### src/sv/cts_pkg.sv
// ----------------------------------------------------------------------------
// cts_pkg
// Types, codes and sizes shared by the cooperative task scheduler modules.
// ----------------------------------------------------------------------------
package cts_pkg;

	localparam int MAX_TASKS    = 8;
	localparam int RESULT_LIMIT = 8;
	localparam int IDX_W        = (MAX_TASKS > 1) ? $clog2(MAX_TASKS) : 1;
	localparam int CNT_W        = $clog2(MAX_TASKS + 1);
	localparam int N_W          = $clog2(RESULT_LIMIT + 1);
	localparam int CMP_W        = (CNT_W > 3) ? CNT_W : 3;

	localparam logic [1:0] CMD_TICK = 2'd0;
	localparam logic [1:0] CMD_ADD  = 2'd1;
	localparam logic [1:0] CMD_DEL  = 2'd2;
	localparam logic [1:0] CMD_DISP = 2'd3;

	localparam logic [2:0] STAT_DONE    = 3'd0;
	localparam logic [2:0] STAT_DUE     = 3'd1;
	localparam logic [2:0] STAT_NONE    = 3'd2;
	localparam logic [2:0] STAT_FULL    = 3'd3;
	localparam logic [2:0] STAT_NO_SLOT = 3'd4;

	typedef struct packed {
		logic [1:0]  command;
		logic [7:0]  task_tag;
		logic [23:0] start_delay;
		logic [23:0] repeat_period;
		logic [2:0]  slot;
	} cmd_t;

	typedef struct packed {
		logic [2:0] status;
		logic [7:0] due_tag;
		logic [2:0] due_slot;
		logic       last;
	} result_t;

	typedef struct packed {
		logic [7:0]  tag;
		logic [23:0] delay;
		logic [23:0] period;
		logic [7:0]  runs;
	} entry_t;

	typedef struct packed {
		logic             we;
		logic [IDX_W-1:0] waddr;
		entry_t           wdata;
		logic [IDX_W-1:0] raddr;
	} mem_req_t;

	typedef enum logic [2:0] {
		S_IDLE,
		S_TICK,
		S_SHIFT,
		S_DRD,
		S_DEV
	} state_t;

	function automatic result_t mk_result(logic [2:0] status, logic [7:0] tag,
	                                      logic [2:0] slot, logic last);
		result_t r;
		r.status   = status;
		r.due_tag  = tag;
		r.due_slot = slot;
		r.last     = last;
		return r;
	endfunction

endpackage

### src/sv/cts_table.sv
// ----------------------------------------------------------------------------
// cts_table
// Task table memory: one write port, one read port, registered read data.
// ----------------------------------------------------------------------------
module cts_table (
	input  logic              clk,
	input  cts_pkg::mem_req_t req,
	output cts_pkg::entry_t   rdata
);
	import cts_pkg::*;

	entry_t mem [MAX_TASKS];
	entry_t rdata_q;

	always_ff @(posedge clk) begin
		if (req.we) begin
			mem[req.waddr] <= req.wdata;
		end
		rdata_q <= mem[req.raddr];
	end

	assign rdata = rdata_q;

endmodule

### src/sv/cts_ctrl.sv
// ----------------------------------------------------------------------------
// cts_ctrl
// Command sequencer: walks the task table for tick, delete and dispatch,
// keeps the task count and drives the result word.
// ----------------------------------------------------------------------------
module cts_ctrl (
	input  logic              clk,
	input  logic              arst_n,
	input  logic              start,
	input  cts_pkg::cmd_t     item,
	output logic              busy,
	output cts_pkg::result_t  result,
	output logic              strobe,
	output cts_pkg::mem_req_t req,
	input  cts_pkg::entry_t   rdata
);
	import cts_pkg::*;

	state_t           state_q, state_d;
	logic [CNT_W-1:0] count_q, count_d;
	logic [CNT_W-1:0] ridx_q, ridx_d;
	logic [CNT_W-1:0] ptr_q, ptr_d;
	logic [N_W-1:0]   n_q, n_d;
	logic             rv_s1, rv_d;
	logic [IDX_W-1:0] widx_s1, widx_d;
	result_t          hold_q, hold_d;
	logic             hold_v_q, hold_v_d;
	logic             ret_q, ret_d;
	cmd_t             item_q;
	result_t          out_q, out_d;
	logic             strobe_q, strobe_d;
	logic [CNT_W-1:0] rm1;
	logic             rd_more;
	entry_t           upd;

	always_ff @(posedge clk or negedge arst_n) begin
		if (!arst_n) begin
			state_q  <= S_IDLE;
			count_q  <= '0;
			rv_s1    <= 1'b0;
			hold_v_q <= 1'b0;
			strobe_q <= 1'b0;
		end else begin
			state_q  <= state_d;
			count_q  <= count_d;
			rv_s1    <= rv_d;
			hold_v_q <= hold_v_d;
			strobe_q <= strobe_d;
		end
	end

	always_ff @(posedge clk) begin
		ridx_q  <= ridx_d;
		ptr_q   <= ptr_d;
		n_q     <= n_d;
		widx_s1 <= widx_d;
		hold_q  <= hold_d;
		ret_q   <= ret_d;
		out_q   <= out_d;
		if (start && state_q == S_IDLE) begin
			item_q <= item;
		end
	end

	always_comb begin
		state_d  = state_q;
		count_d  = count_q;
		ridx_d   = ridx_q;
		ptr_d    = ptr_q;
		n_d      = n_q;
		rv_d     = 1'b0;
		widx_d   = widx_s1;
		hold_d   = hold_q;
		hold_v_d = hold_v_q;
		ret_d    = ret_q;
		out_d    = out_q;
		strobe_d = 1'b0;
		req      = '0;
		rm1      = ridx_q - CNT_W'(1);
		rd_more  = (ridx_q < count_q);
		upd      = rdata;

		case (state_q)
			S_IDLE: begin
				if (start) begin
					case (item.command)
						CMD_TICK: begin
							ridx_d  = '0;
							state_d = S_TICK;
						end
						CMD_ADD: begin
							strobe_d = 1'b1;
							if (count_q < CNT_W'(MAX_TASKS)) begin
								req.we           = 1'b1;
								req.waddr        = count_q[IDX_W-1:0];
								req.wdata.tag    = item.task_tag;
								req.wdata.delay  = item.start_delay;
								req.wdata.period = item.repeat_period;
								req.wdata.runs   = '0;
								count_d = count_q + CNT_W'(1);
								out_d = mk_result(STAT_DONE, 8'd0, 3'(count_q), 1'b1);
							end else begin
								out_d = mk_result(STAT_FULL, 8'd0, 3'd0, 1'b1);
							end
						end
						CMD_DEL: begin
							if (CMP_W'(item.slot) < CMP_W'(count_q)) begin
								ridx_d  = CNT_W'(item.slot) + CNT_W'(1);
								ret_d   = 1'b0;
								state_d = S_SHIFT;
							end else begin
								strobe_d = 1'b1;
								out_d = mk_result(STAT_NO_SLOT, 8'd0, 3'd0, 1'b1);
							end
						end
						CMD_DISP: begin
							ptr_d    = '0;
							n_d      = '0;
							hold_v_d = 1'b0;
							state_d  = S_DRD;
						end
						default: begin
							state_d = S_IDLE;
						end
					endcase
				end
			end

			S_TICK: begin
				if (rd_more) begin
					req.raddr = ridx_q[IDX_W-1:0];
					ridx_d    = ridx_q + CNT_W'(1);
					rv_d      = 1'b1;
					widx_d    = ridx_q[IDX_W-1:0];
				end
				if (rv_s1) begin
					if (rdata.delay != '0) begin
						upd.delay = rdata.delay - 24'd1;
					end else begin
						if (rdata.runs != 8'hFF) begin
							upd.runs = rdata.runs + 8'd1;
						end
						if (rdata.period != '0) begin
							upd.delay = rdata.period;
						end
					end
					req.we    = 1'b1;
					req.waddr = widx_s1;
					req.wdata = upd;
				end
				if (!rd_more && !rv_s1) begin
					strobe_d = 1'b1;
					out_d    = mk_result(STAT_DONE, 8'd0, 3'd0, 1'b1);
					state_d  = S_IDLE;
				end
			end

			S_SHIFT: begin
				if (rd_more) begin
					req.raddr = ridx_q[IDX_W-1:0];
					ridx_d    = ridx_q + CNT_W'(1);
					rv_d      = 1'b1;
					widx_d    = rm1[IDX_W-1:0];
				end
				if (rv_s1) begin
					req.we    = 1'b1;
					req.waddr = widx_s1;
					req.wdata = rdata;
				end
				if (!rd_more && !rv_s1) begin
					count_d = count_q - CNT_W'(1);
					if (ret_q) begin
						state_d = S_DRD;
					end else begin
						strobe_d = 1'b1;
						out_d    = mk_result(STAT_DONE, 8'd0, item_q.slot, 1'b1);
						state_d  = S_IDLE;
					end
				end
			end

			S_DRD: begin
				if (ptr_q < count_q && n_q < N_W'(RESULT_LIMIT)) begin
					req.raddr = ptr_q[IDX_W-1:0];
					state_d   = S_DEV;
				end else begin
					strobe_d = 1'b1;
					if (hold_v_q) begin
						out_d      = hold_q;
						out_d.last = 1'b1;
					end else begin
						out_d = mk_result(STAT_NONE, 8'd0, 3'd0, 1'b1);
					end
					state_d = S_IDLE;
				end
			end

			S_DEV: begin
				if (rdata.runs != '0) begin
					if (hold_v_q) begin
						strobe_d = 1'b1;
						out_d    = hold_q;
					end
					hold_d    = mk_result(STAT_DUE, rdata.tag, 3'(ptr_q), 1'b0);
					hold_v_d  = 1'b1;
					n_d       = n_q + N_W'(1);
					upd.runs  = rdata.runs - 8'd1;
					req.we    = 1'b1;
					req.waddr = ptr_q[IDX_W-1:0];
					req.wdata = upd;
					if (rdata.period == '0) begin
						ridx_d  = ptr_q + CNT_W'(1);
						ret_d   = 1'b1;
						state_d = S_SHIFT;
					end else begin
						ptr_d   = ptr_q + CNT_W'(1);
						state_d = S_DRD;
					end
				end else begin
					ptr_d   = ptr_q + CNT_W'(1);
					state_d = S_DRD;
				end
			end

			default: begin
				state_d = S_IDLE;
			end
		endcase
	end

	assign busy   = (state_q != S_IDLE);
	assign result = out_q;
	assign strobe = strobe_q;

endmodule

### src/sv/cooperative_task_scheduler.sv
// ----------------------------------------------------------------------------
// cooperative_task_scheduler
// Time-triggered task table with tick, add, delete and dispatch commands.
// ----------------------------------------------------------------------------
// Add and an out-of-range delete answer in the cycle after accept; tick,
// delete and dispatch walk the table, and their run time grows with the
// entries read and moved. The single read port of the memory sets this.
// One command at a time, results never stall; reset clears count and control.
// ----------------------------------------------------------------------------
module cooperative_task_scheduler (
	input  logic             clk,
	input  logic             arst_n,
	input  logic             start,
	output logic             busy,
	input  cts_pkg::cmd_t    item,
	output cts_pkg::result_t result,
	output logic             strobe
);
	import cts_pkg::*;

	mem_req_t req;
	entry_t   rdata;

	cts_table u_table (
		.clk   (clk),
		.req   (req),
		.rdata (rdata)
	);

	cts_ctrl u_ctrl (
		.clk    (clk),
		.arst_n (arst_n),
		.start  (start),
		.item   (item),
		.busy   (busy),
		.result (result),
		.strobe (strobe),
		.req    (req),
		.rdata  (rdata)
	);

	a_accept_moves: assert property (@(posedge clk) disable iff (!arst_n)
		(start && !busy) |=> (busy || (strobe && result.last)))
		else $error("accepted word neither started work nor answered");

	a_more_pending: assert property (@(posedge clk) disable iff (!arst_n)
		(strobe && !result.last) |-> busy)
		else $error("non-final result while idle");

	a_none_is_last: assert property (@(posedge clk) disable iff (!arst_n)
		(strobe && result.status == STAT_NONE) |-> result.last)
		else $error("nothing-due result not final");

endmodule

### config.mk
export PLATFORM = sky130hd
export DESIGN_NAME = cooperative_task_scheduler
export DESIGN_NICKNAME = d
export VERILOG_FILES = /design/src/sv/cts_pkg.sv /design/src/sv/cts_table.sv /design/src/sv/cts_ctrl.sv /design/src/sv/cooperative_task_scheduler.sv
export SDC_FILE = /design/constraint.sdc
export NUM_CORES = 1
export LEC_CHECK = 0
export BUFFER_PORTS_ARGS = -buffer_cell sky130_fd_sc_hd__clkbuf_2
export CAP_MARGIN = 5
export CORE_ASPECT_RATIO = 0.8
export CORE_MARGIN = 1.5
export CORE_UTILIZATION = 38
export CTS_CLUSTER_DIAMETER = 30
export DETAILED_ROUTE_END_ITERATION = 8
export PLACE_DENSITY = 0.52
export SLEW_MARGIN = 5
export SYNTH_ARGS = -nofsm -noshare
export SYNTH_HDL_FRONTEND = slang
export SYNTH_SLANG_ARGS = --single-unit
### constraint.sdc
create_clock -name clk -period 7.97 [get_ports clk]
set_input_delay 1.1955 -clock clk [delete_from_list [all_inputs] [get_ports clk]]
set_output_delay 1.1955 -clock clk [all_outputs]
set_load 0.03 [all_outputs]
After elaboration in Yosys (flattened, before gate mapping). Memory sizes are Yosys's and may differ from the RTL's. A register that Yosys moved wholly into a read port is not among the register bits. Index checks and enable logic that the tools add are counted.

Register bits: 55. Memory bits (writable): 512. Logic and storage cells: 172. Memories: 1.

$add $sub $neg: 10. $lt $le $gt $ge: 5. Equal/unequal tests: 30. Muxes and demuxes: 82. Reduce and logical (&&, ||, !) cells: 27.

Memories: u_table.mem (depth 8, bits a word 64, read ports 1, clocked after memory_dff 1, wr ports 1, line cts_table.sv:12) `entry_t mem [MAX_TASKS];`.

Operators with widths (count): two-way mux 68 bit (6); one-hot mux 68 bit (4 select lines) (1); two-way mux 15 bit (8); one-hot mux 15 bit (5 select lines) (1); two-way mux 4 bit (14); two-way mux 24 bit (2); nonzero test 24 bit (2); one-hot mux 4 bit (2 select lines) (4); one-hot mux 15 bit (2 select lines) (1); two-way mux 14 bit (2); two-way mux 3 bit (9); logical NOT 24 bit (1); subtractor 24 x 1 -> 24 bit, second input constant (1); two-way mux 1 bit (22); adder 4 x 1 -> 4 bit, second input constant (4); two-way mux 8 bit (2); != test 2 x 1 -> 1 bit, second input constant (8); != test 2 bit, second input constant (8); != test 3 bit, second input constant (5); one-hot mux 3 bit (5 select lines) (1); one-hot mux 3 bit (2 select lines) (2); one-hot mux 4 bit (3 select lines) (1); AND reduction 10 bit (1); AND reduction 5 bit (2); other kinds (33) (46).

Depth between registers and ports, before layout. Gate-level depths: netlist (run 1).

Depth after elaboration: 7. Gate-level depth with buffers: 12. Depth with buffers taken out: 10.

Hierarchy. A second synthesis (run 1) with hierarchy kept.

Cells, all modules: 1361. Area, all modules: 25403.1 um^2.

Modules (own cells, without submodules): cts_table (times used 1, cells each 816, area an instance 20547.2 um^2, sequential area each 16656.0 um^2); cts_ctrl (times used 1, cells each 545, area an instance 4855.9 um^2, sequential area each 1601.5 um^2).

Least setup slack after synthesis (run 1). OpenSTA, ideal clock, no wires.

Kind: input-to-reg. From: in item[60] (netlist name). To: mem u_table.mem[6][0] (netlist name) (enable). Arrival time: 6.734 ns. Required time: 7.405 ns. Path slack: 0.671 ns. Stages: 7. Buffers on the path: 1. Cell sequence: inv_1 > ha_1 > nand2_1 > nor3_1 > clkbuf_1 > a221oi_1 > nor3_1.

Longest elaborated chain between the ends: 6.

Ends and longest elaborated chain: from (decl) (line cooperative_task_scheduler.sv:15) `input cts_pkg::cmd_t item,`; == test 2 x 1 -> 1 bit * (line cts_ctrl.sv:86) `case (item.command)`; two-way mux 68 bit * (line cts_ctrl.sv:86); two-way mux 68 bit * (line cts_ctrl.sv:85) `if (start) begin`; one-hot mux 68 bit (4 select lines) * (line cts_ctrl.sv:83) `case (state_q)`; two-way mux 1 bit (line cts_table.sv:16) `if (req.we) begin`; two-way mux 1 bit (implied by the code) (line cts_table.sv:17) `mem[req.waddr] <= req.wdata;`; to (decl) (line cts_table.sv:12).

Mark *: on every way between the ends. The rest lies on a longest branch, timed or not.

Final worst setup path (run 1).
From: reg u_ctrl.state_q[0]. To: mem u_table.mem[4][33] (netlist name) (enable).

Longest elaborated chain between the ends: 4. Elaborated cells on any way between the ends: 7.

Ends and longest elaborated chain: from (decl) (line cts_ctrl.sv:19) `state_t state_q, state_d;`; from (signal assigned) (line cts_ctrl.sv:44) `state_q <= state_d;`; == test 3 bit, or another cell as far along (line cts_ctrl.sv:83); one-hot mux 68 bit (4 select lines) * (line cts_ctrl.sv:83); two-way mux 1 bit (line cts_table.sv:16); two-way mux 1 bit (implied by the code) (line cts_table.sv:17).

Marked as above.

==> impl_metrics.csv, run 1 <==
group,metric,value,unit
layout,final_cell_mix,"edfxtp_1, nand2_1, clkbuf_16",
floorplan,die_h,237,µm
floorplan,coreArea,67400,µm²
routing,drt_iter0_markers,1433,
floorplan,num_io_pins,81,
layout,seqCellArea,18300,µm²
power_and_ir_drop,power.switching,4.28,mW
grt,grt_use_total,19.6,%
clock_network,cts_tree,"yes",
routing,routed-via-count,16533,
layout,mostFrequentLayoutCell,"edfxtp_1",
timing,setup_tns,0,ps
timing,skew,54.6,ps
clock_network,cts_buffer_depth,3,
place,portBuffers,80,
power_and_ir_drop,p_per_area,422,nW/µm²
layout,final_nets,2166,
min_path,hold_path_class,"in2async",
power_and_ir_drop,ir_drop,0.354,mV
layout,diodes,0,
timing,fin_crit_sh,70.1,%
floorplan,rows,85,
setup_path,cp_max_fo,52,
clock_network,root_buffer,"clkbuf_16",
setup_path,arrival,5820,ps
setup_path,cp-start-kind,"register",
timing,slew_violations,0,
clock_network,post_cts_buffers,0,
floorplan,die_w,295,µm
floorplan,start_util,38.5,%
synthesis,synth_top_flop_cell,"edfxtp_1",
routing,first_pass_iters,5,
synthesis,async_flop_share,1.58,%
place,dp_hpwl,38.5,mm
routing,drt-vias-per-instance,5.34,
synthesis,ys_types,81,
synthesis,seq_area_frac_synth,70.4,%
grt,grt_pass1_vias,16356,
clock_network,htreeDepth,3,
layout,multi_input_area,7280,µm²
synthesis,avgSynthCellArea,13.2,µm²
clock_network,cts_hold_buf,0,
synthesis,yosysWarningCount,0,
place,finalWeightedCongestion,0.882,
power_and_ir_drop,p_seq_share,36.2,%
timing,rsz0062_at_grt,"no",
synthesis,synth-edff-count,557,
grt,grt_overflow,0,
setup_path,slowest_stage,"or2_2",
routing,drc,0,
routing,drt-total-wl,68.0,mm
routing,wire_per_inst,22.0,µm
clock_network,cts_made_buffers,117,
timing,finalHoldViolations,0,
synthesis,ys_ff_latch,631,
power_and_ir_drop,power.leakage,12.0,nW
synthesis,synthesis.area,25900,µm²
clock_network,worstSkewPairLatency,660,ps
timing,holdWs,418,ps
grt,antenna_found_initial,0,
setup_path,crit_buf_inv,3,
timing,slew_headroom,27.3,%
clock_network,cts_sinks,631,
layout,nFillCells,5969,
timing,tightest_slew,1090,ps
grt,grt_pass1_wl,103,mm
power_and_ir_drop,power_frac_clock,39.5,%
setup_path,worst-r2r-cell-count,9,
power_and_ir_drop,internal_power,9.08,mW
power_and_ir_drop,comb_power_share,24.3,%
power_and_ir_drop,p_sw_share,32.0,%
setup_path,crit_path_cell_trace,"nor2_1, nand2_1, inv_1, o21ai_1, inv_1, or2_2, o21ai_1, nor2_4, buf_4",
layout,area_growth,22.1,%
setup_path,critical_path_class,"reg2reg",
synthesis,synth_nets,2055,
setup_path,r2r_start,"u_ctrl.state_q[0]$_DFFE_PN0P_",
clock_network,cts_resized,0,
setup_path,cp_top_family,"simple AND/OR/NAND/NOR gates",
timing,max_freq,179,MHz
timing,final-setup-viol-count,0,
layout,drive_gt1_share,15.5,%
clock_network,path_clk_slew,50,ps
floorplan,dieArea,69800,µm²
run_status,outcome,"complete, no violations",
setup_path,required,8200,ps
setup_path,rrSetupSlack,2380,ps
setup_path,r2r-end,"u_table.mem[4][33]$_DFFE_PP_",
synthesis,syn_inst,1967,
routing,ant_nets,0,
setup_path,critPathMaxStageDelay,890,ps
job,drv_cap,0,
layout,final_core_util,47.0,%
power_and_ir_drop,total_power,13.4,mW
grt,grt_start_max_net_pins,179,
setup_path,endpoint_kind,"register",
timing,fin_crit,5590,ps
synth_stat cells, types with 7 or more instances:
cell | number | area, µm²
nand3_1 | 90 | 450
ha_1 | 23 | 288
dfrtp_1 | 10 | 250
a32oi_1 | 66 | 578
and2_1 | 11 | 68.8
nand2_1 | 508 | 1910
or3_1 | 8 | 50.1
dfxtp_1 | 64 | 1280
a22o_1 | 38 | 333
buf_1 | 21 | 78.8
mux2i_1 | 67 | 671
o211a_1 | 65 | 651
inv_1 | 23 | 86.3
buf_2 | 11 | 55.1
clkbuf_1 | 80 | 300
nor3b_1 | 7 | 52.6
a221o_1 | 13 | 130
edfxtp_1 | 557 | 16700
a21oi_1 | 37 | 185
o21ai_0 | 31 | 155
nor4_1 | 19 | 119
xnor2_1 | 13 | 114
o31ai_1 | 8 | 60.1
nor2_1 | 49 | 184
nor3_1 | 18 | 90.1
stage by stage:
| stage | worst slack (ps) | instance area [µm²] | std cells |
|---|---|---|---|
| floorplan | 671 | 25900 | 1967 |
| global placement | 2600 | 27400 | 2872 |
| detailed placement | 2400 | 27400 | 2872 |
| CTS | 2350 | 31700 | 3095 |
| global route | 1810 | 31700 | 3095 |
| finish | 2380 | 31700 | 3095 |
registers in the layout, summed over array words and instances (netlist names):
signal           count
u_table.rdata       64
u_table.mem        512
u_ctrl.hold_v_q      1
u_ctrl.widx_s1       3
u_ctrl.ptr_q         4
u_ctrl.rv_s1         1
u_ctrl.item_q        3
u_ctrl.ret_q         1
u_ctrl.n_q           4
u_ctrl.count_q       4
u_ctrl.state_q       3
u_ctrl.hold_q       11
u_ctrl.ridx_q        4
u_ctrl.result       15
u_ctrl.strobe        1
power by group through the flow:
stage / registers, mW / logic (mW) / clock network [mW]
after global routing: 4.89 / 3.59 / 5.52
after detailed placement: 4.89 / 3.27 / 0
final: 4.85 / 3.25 / 5.28
after floorplan: 4.73 / 2.25 / 0
after global placement: 4.89 / 3.24 / 0
after CTS: 4.84 / 3.29 / 5.36
cell families after synthesis:
logic type      Yosys count  share of synthesized area, %
flops                   631                          70.4
xor+xnor                 19                         0.642
fa+ha+maj                24                          1.19
mux                      68                          2.63
compound gates          329                          10.4
simple gates            758                          12.7
buf+inv                 138                          2.08
per-layer routing:
layer / wire, µm / vias to the layer above / GRT usage (%)
li1: - / 7690 / -
met1: 32600 / 8246 / 29.3
met2: 29900 / 488 / 28.5
met3: 3990 / 109 / 4.05
met4: 1550 / 0 / 5.91
met5: 0 / - / 0
area by class of cell:
cell class / count / area share [%]
flip-flops and latches: 631 / 57.6
repair buffers: 105 / 1.94
clock buffers: 143 / 9.88
well taps: 913 / 3.61
clock inverters: 80 / 3.67
multi-input cells: 1198 / 23.0
inverters: 25 / 0.296
how the worst max path moves through the flow:
stage,to,cells past startpoint,startpoint,slack (ps)
after floorplan,u_table.mem[6][0]$_DFFE_PP_,7,item[60],670
after global placement,u_table.mem[4][43]$_DFFE_PP_,9,u_ctrl.state_q[0]$_DFFE_PN0P_,2600
after detailed placement,u_table.mem[4][43]$_DFFE_PP_,9,u_ctrl.state_q[0]$_DFFE_PN0P_,2400
after CTS,u_table.mem[4][33]$_DFFE_PP_,9,u_ctrl.state_q[0]$_DFFE_PN0P_,2350
after global routing,u_table.mem[4][33]$_DFFE_PP_,9,u_ctrl.state_q[0]$_DFFE_PN0P_,1810
final,u_table.mem[4][33]$_DFFE_PP_,9,u_ctrl.state_q[0]$_DFFE_PN0P_,2380
Power figures use the tool's default switching activity.
==> inputs of run 2 (changes only) <==
- PLACE_DENSITY: 0.52 -> 0.54
- clock period: 7.97 -> 4.75 ns (I/O delays scaled with it)
==> run 2 against run 1 <==
Compared with the run above:
- cell area is 0.42% higher
- flip-flop and latch count stayed put
- final cell count is 0.71% higher
- register-to-register slack worse by 1600 ps
- sequential share of layout area is 0.24 points lower
- global-route usage hardly changed
- largest power group unchanged
==> impl_metrics.csv, run 2 (synthesis gave the netlist of run 1 again) <==
group,metric,value,unit
layout,area_growth,22.7,%
routing,first_pass_iters,6,
floorplan,die_h,237,µm
clock_network,cts_resized,0,
timing,fin_crit_sh,82.5,%
floorplan,num_io_pins,81,
setup_path,cp-start-kind,"register",
setup_path,arrival,4210,ps
clock_network,cts_hold_buf,1,
timing,setup_tns,0,ps
clock_network,root_buffer,"clkbuf_16",
routing,wire_per_inst,21.7,µm
grt,grt_pass1_vias,16843,
job,drv_cap,0,
layout,nFillCells,5958,
clock_network,path_clk_slew,50,ps
min_path,hold_path_class,"in2reg",
floorplan,dieArea,69800,µm²
clock_network,cts_sinks,631,
timing,slew_violations,0,
power_and_ir_drop,internal_power,14.9,mW
power_and_ir_drop,power_frac_clock,38.3,%
power_and_ir_drop,p_seq_share,36.5,%
place,portBuffers,80,
grt,grt_start_max_net_pins,137,
clock_network,cts_made_buffers,118,
setup_path,endpoint_kind,"register",
layout,drive_gt1_share,16.7,%
timing,holdWs,335,ps
place,dp_hpwl,39.0,mm
grt,grt_pass1_wl,103,mm
power_and_ir_drop,power.switching,7.31,mW
routing,drt-total-wl,67.6,mm
timing,skew,43.3,ps
routing,drc,0,
timing,slew_headroom,23.0,%
layout,diodes,0,
clock_network,post_cts_buffers,0,
setup_path,critical_path_class,"reg2reg",
timing,tightest_slew,1150,ps
run_status,outcome,"complete, no violations",
layout,postLayoutCellArea,31800,µm²
power_and_ir_drop,power.leakage,12.1,nW
layout,regMostFlops,"u_table.mem",
power_and_ir_drop,comb_power_share,25.1,%
setup_path,cp_max_fo,36,
clock_network,htreeDepth,3,
grt,antenna_found_initial,0,
floorplan,coreArea,67400,µm²
layout,final_core_util,47.2,%
routing,drt_iter0_markers,1538,
place,place_area,27600,µm²
clock_network,cts_tree,"yes",
routing,ant_nets,0,
timing,finalHoldViolations,0,
layout,final_cell_mix,"edfxtp_1, nand2_1, clkbuf_16",
floorplan,die_w,295,µm
power_and_ir_drop,p_sw_share,32.9,%
floorplan,start_util,38.5,%
timing,max_freq,255,MHz
routing,routed-via-count,16830,
clock_network,cts_buffer_depth,3,
clock_network,worstSkewPairLatency,680,ps
layout,final_nets,2186,
timing,rsz0062_at_grt,"no",
grt,grt_overflow,0,
place,finalWeightedCongestion,0.850,
timing,final-setup-viol-count,0,
layout,largest_register_ff_count,512,
routing,drt-vias-per-instance,5.40,
floorplan,rows,85,
min_path,holdPathStages,1,
power_and_ir_drop,ir_drop,0.509,mV
power_and_ir_drop,p_per_area,698,nW/µm²
setup_path,required,5040,ps
layout,mostFrequentLayoutCell,"edfxtp_1",
setup_path,worst-r2r-cell-count,11,
grt,grt_use_total,19.5,%
timing,fin_crit,3920,ps
run 2: area by class of cell:
| class | instances | area, µm² | share of cell area, % |
|---|---|---|---|
| tap | 913 | 1140 | 3.59 |
| inverter | 25 | 93.8 | 0.295 |
| multi-input combinational | 1198 | 7290 | 22.9 |
| sequential | 631 | 18300 | 57.4 |
| timing repair buffer | 124 | 858 | 2.70 |
| clock inverter | 84 | 1010 | 3.18 |
| clock buffer | 142 | 3160 | 9.92 |
run 2: final timing paths:
path                                                  to                 startpoint  slack (ps)
setup / recovery            u_table.mem[6][58]$_DFFE_PP_   u_table.rdata[0]$_DFF_P_         830
max in group asynchronous    u_ctrl.hold_v_q$_DFFE_PN0P_                     arst_n        4030
hold / removal                u_ctrl.item_q[1]$_DFFE_PP_                    item[1]         340
setup reg to reg            u_table.mem[6][58]$_DFFE_PP_   u_table.rdata[0]$_DFF_P_         830
min in group asynchronous  u_ctrl.count_q[0]$_DFFE_PN0P_                     arst_n         470
hold reg to reg               u_ctrl.hold_q[8]$_DFFE_PP_  u_table.rdata[60]$_DFF_P_         430
run 2: worst max-delay path: stages (launching register included):
cell and delay, ps:
dfxtp_1 350, inv_1 80, ha_1 240, or4b_1 470
o21ai_1 150, buf_4 160, inv_1 60, a222oi_1 860
o21ai_1 170, buf_4 230, nor3_4 210, buf_4 520
run 2: metrics by stage:
| step | power [mW] | cells | worst slack (ps) |
|---|---|---|---|
| floorplan | 11.7 | 1967 | -728 |
| global placement | 13.7 | 2890 | 836 |
| detailed placement | 13.8 | 2890 | 817 |
| CTS | 22.3 | 3117 | 809 |
| global route | 23.2 | 3117 | 563 |
| finish | 22.2 | 3117 | 830 |
run 2: metal layers:
metal	wire, µm	GRT usage (%)	vias up
li1	-	-	7751
met1	31300	27.9	8392
met2	30500	30.2	563
met3	4260	3.99	124
met4	1580	5.52	0
met5	0	0	-
run 2: power groups by stage:
stage	combinational (mW)	clock (mW)	sequential (mW)
6_report	5.58	8.51	8.11
5_1_grt	6.16	8.90	8.19
4_1_cts	5.63	8.63	8.09
3_5_place_dp	5.59	0	8.18
3_3_place_gp	5.52	0	8.16
2_1_floorplan	3.78	0	7.93
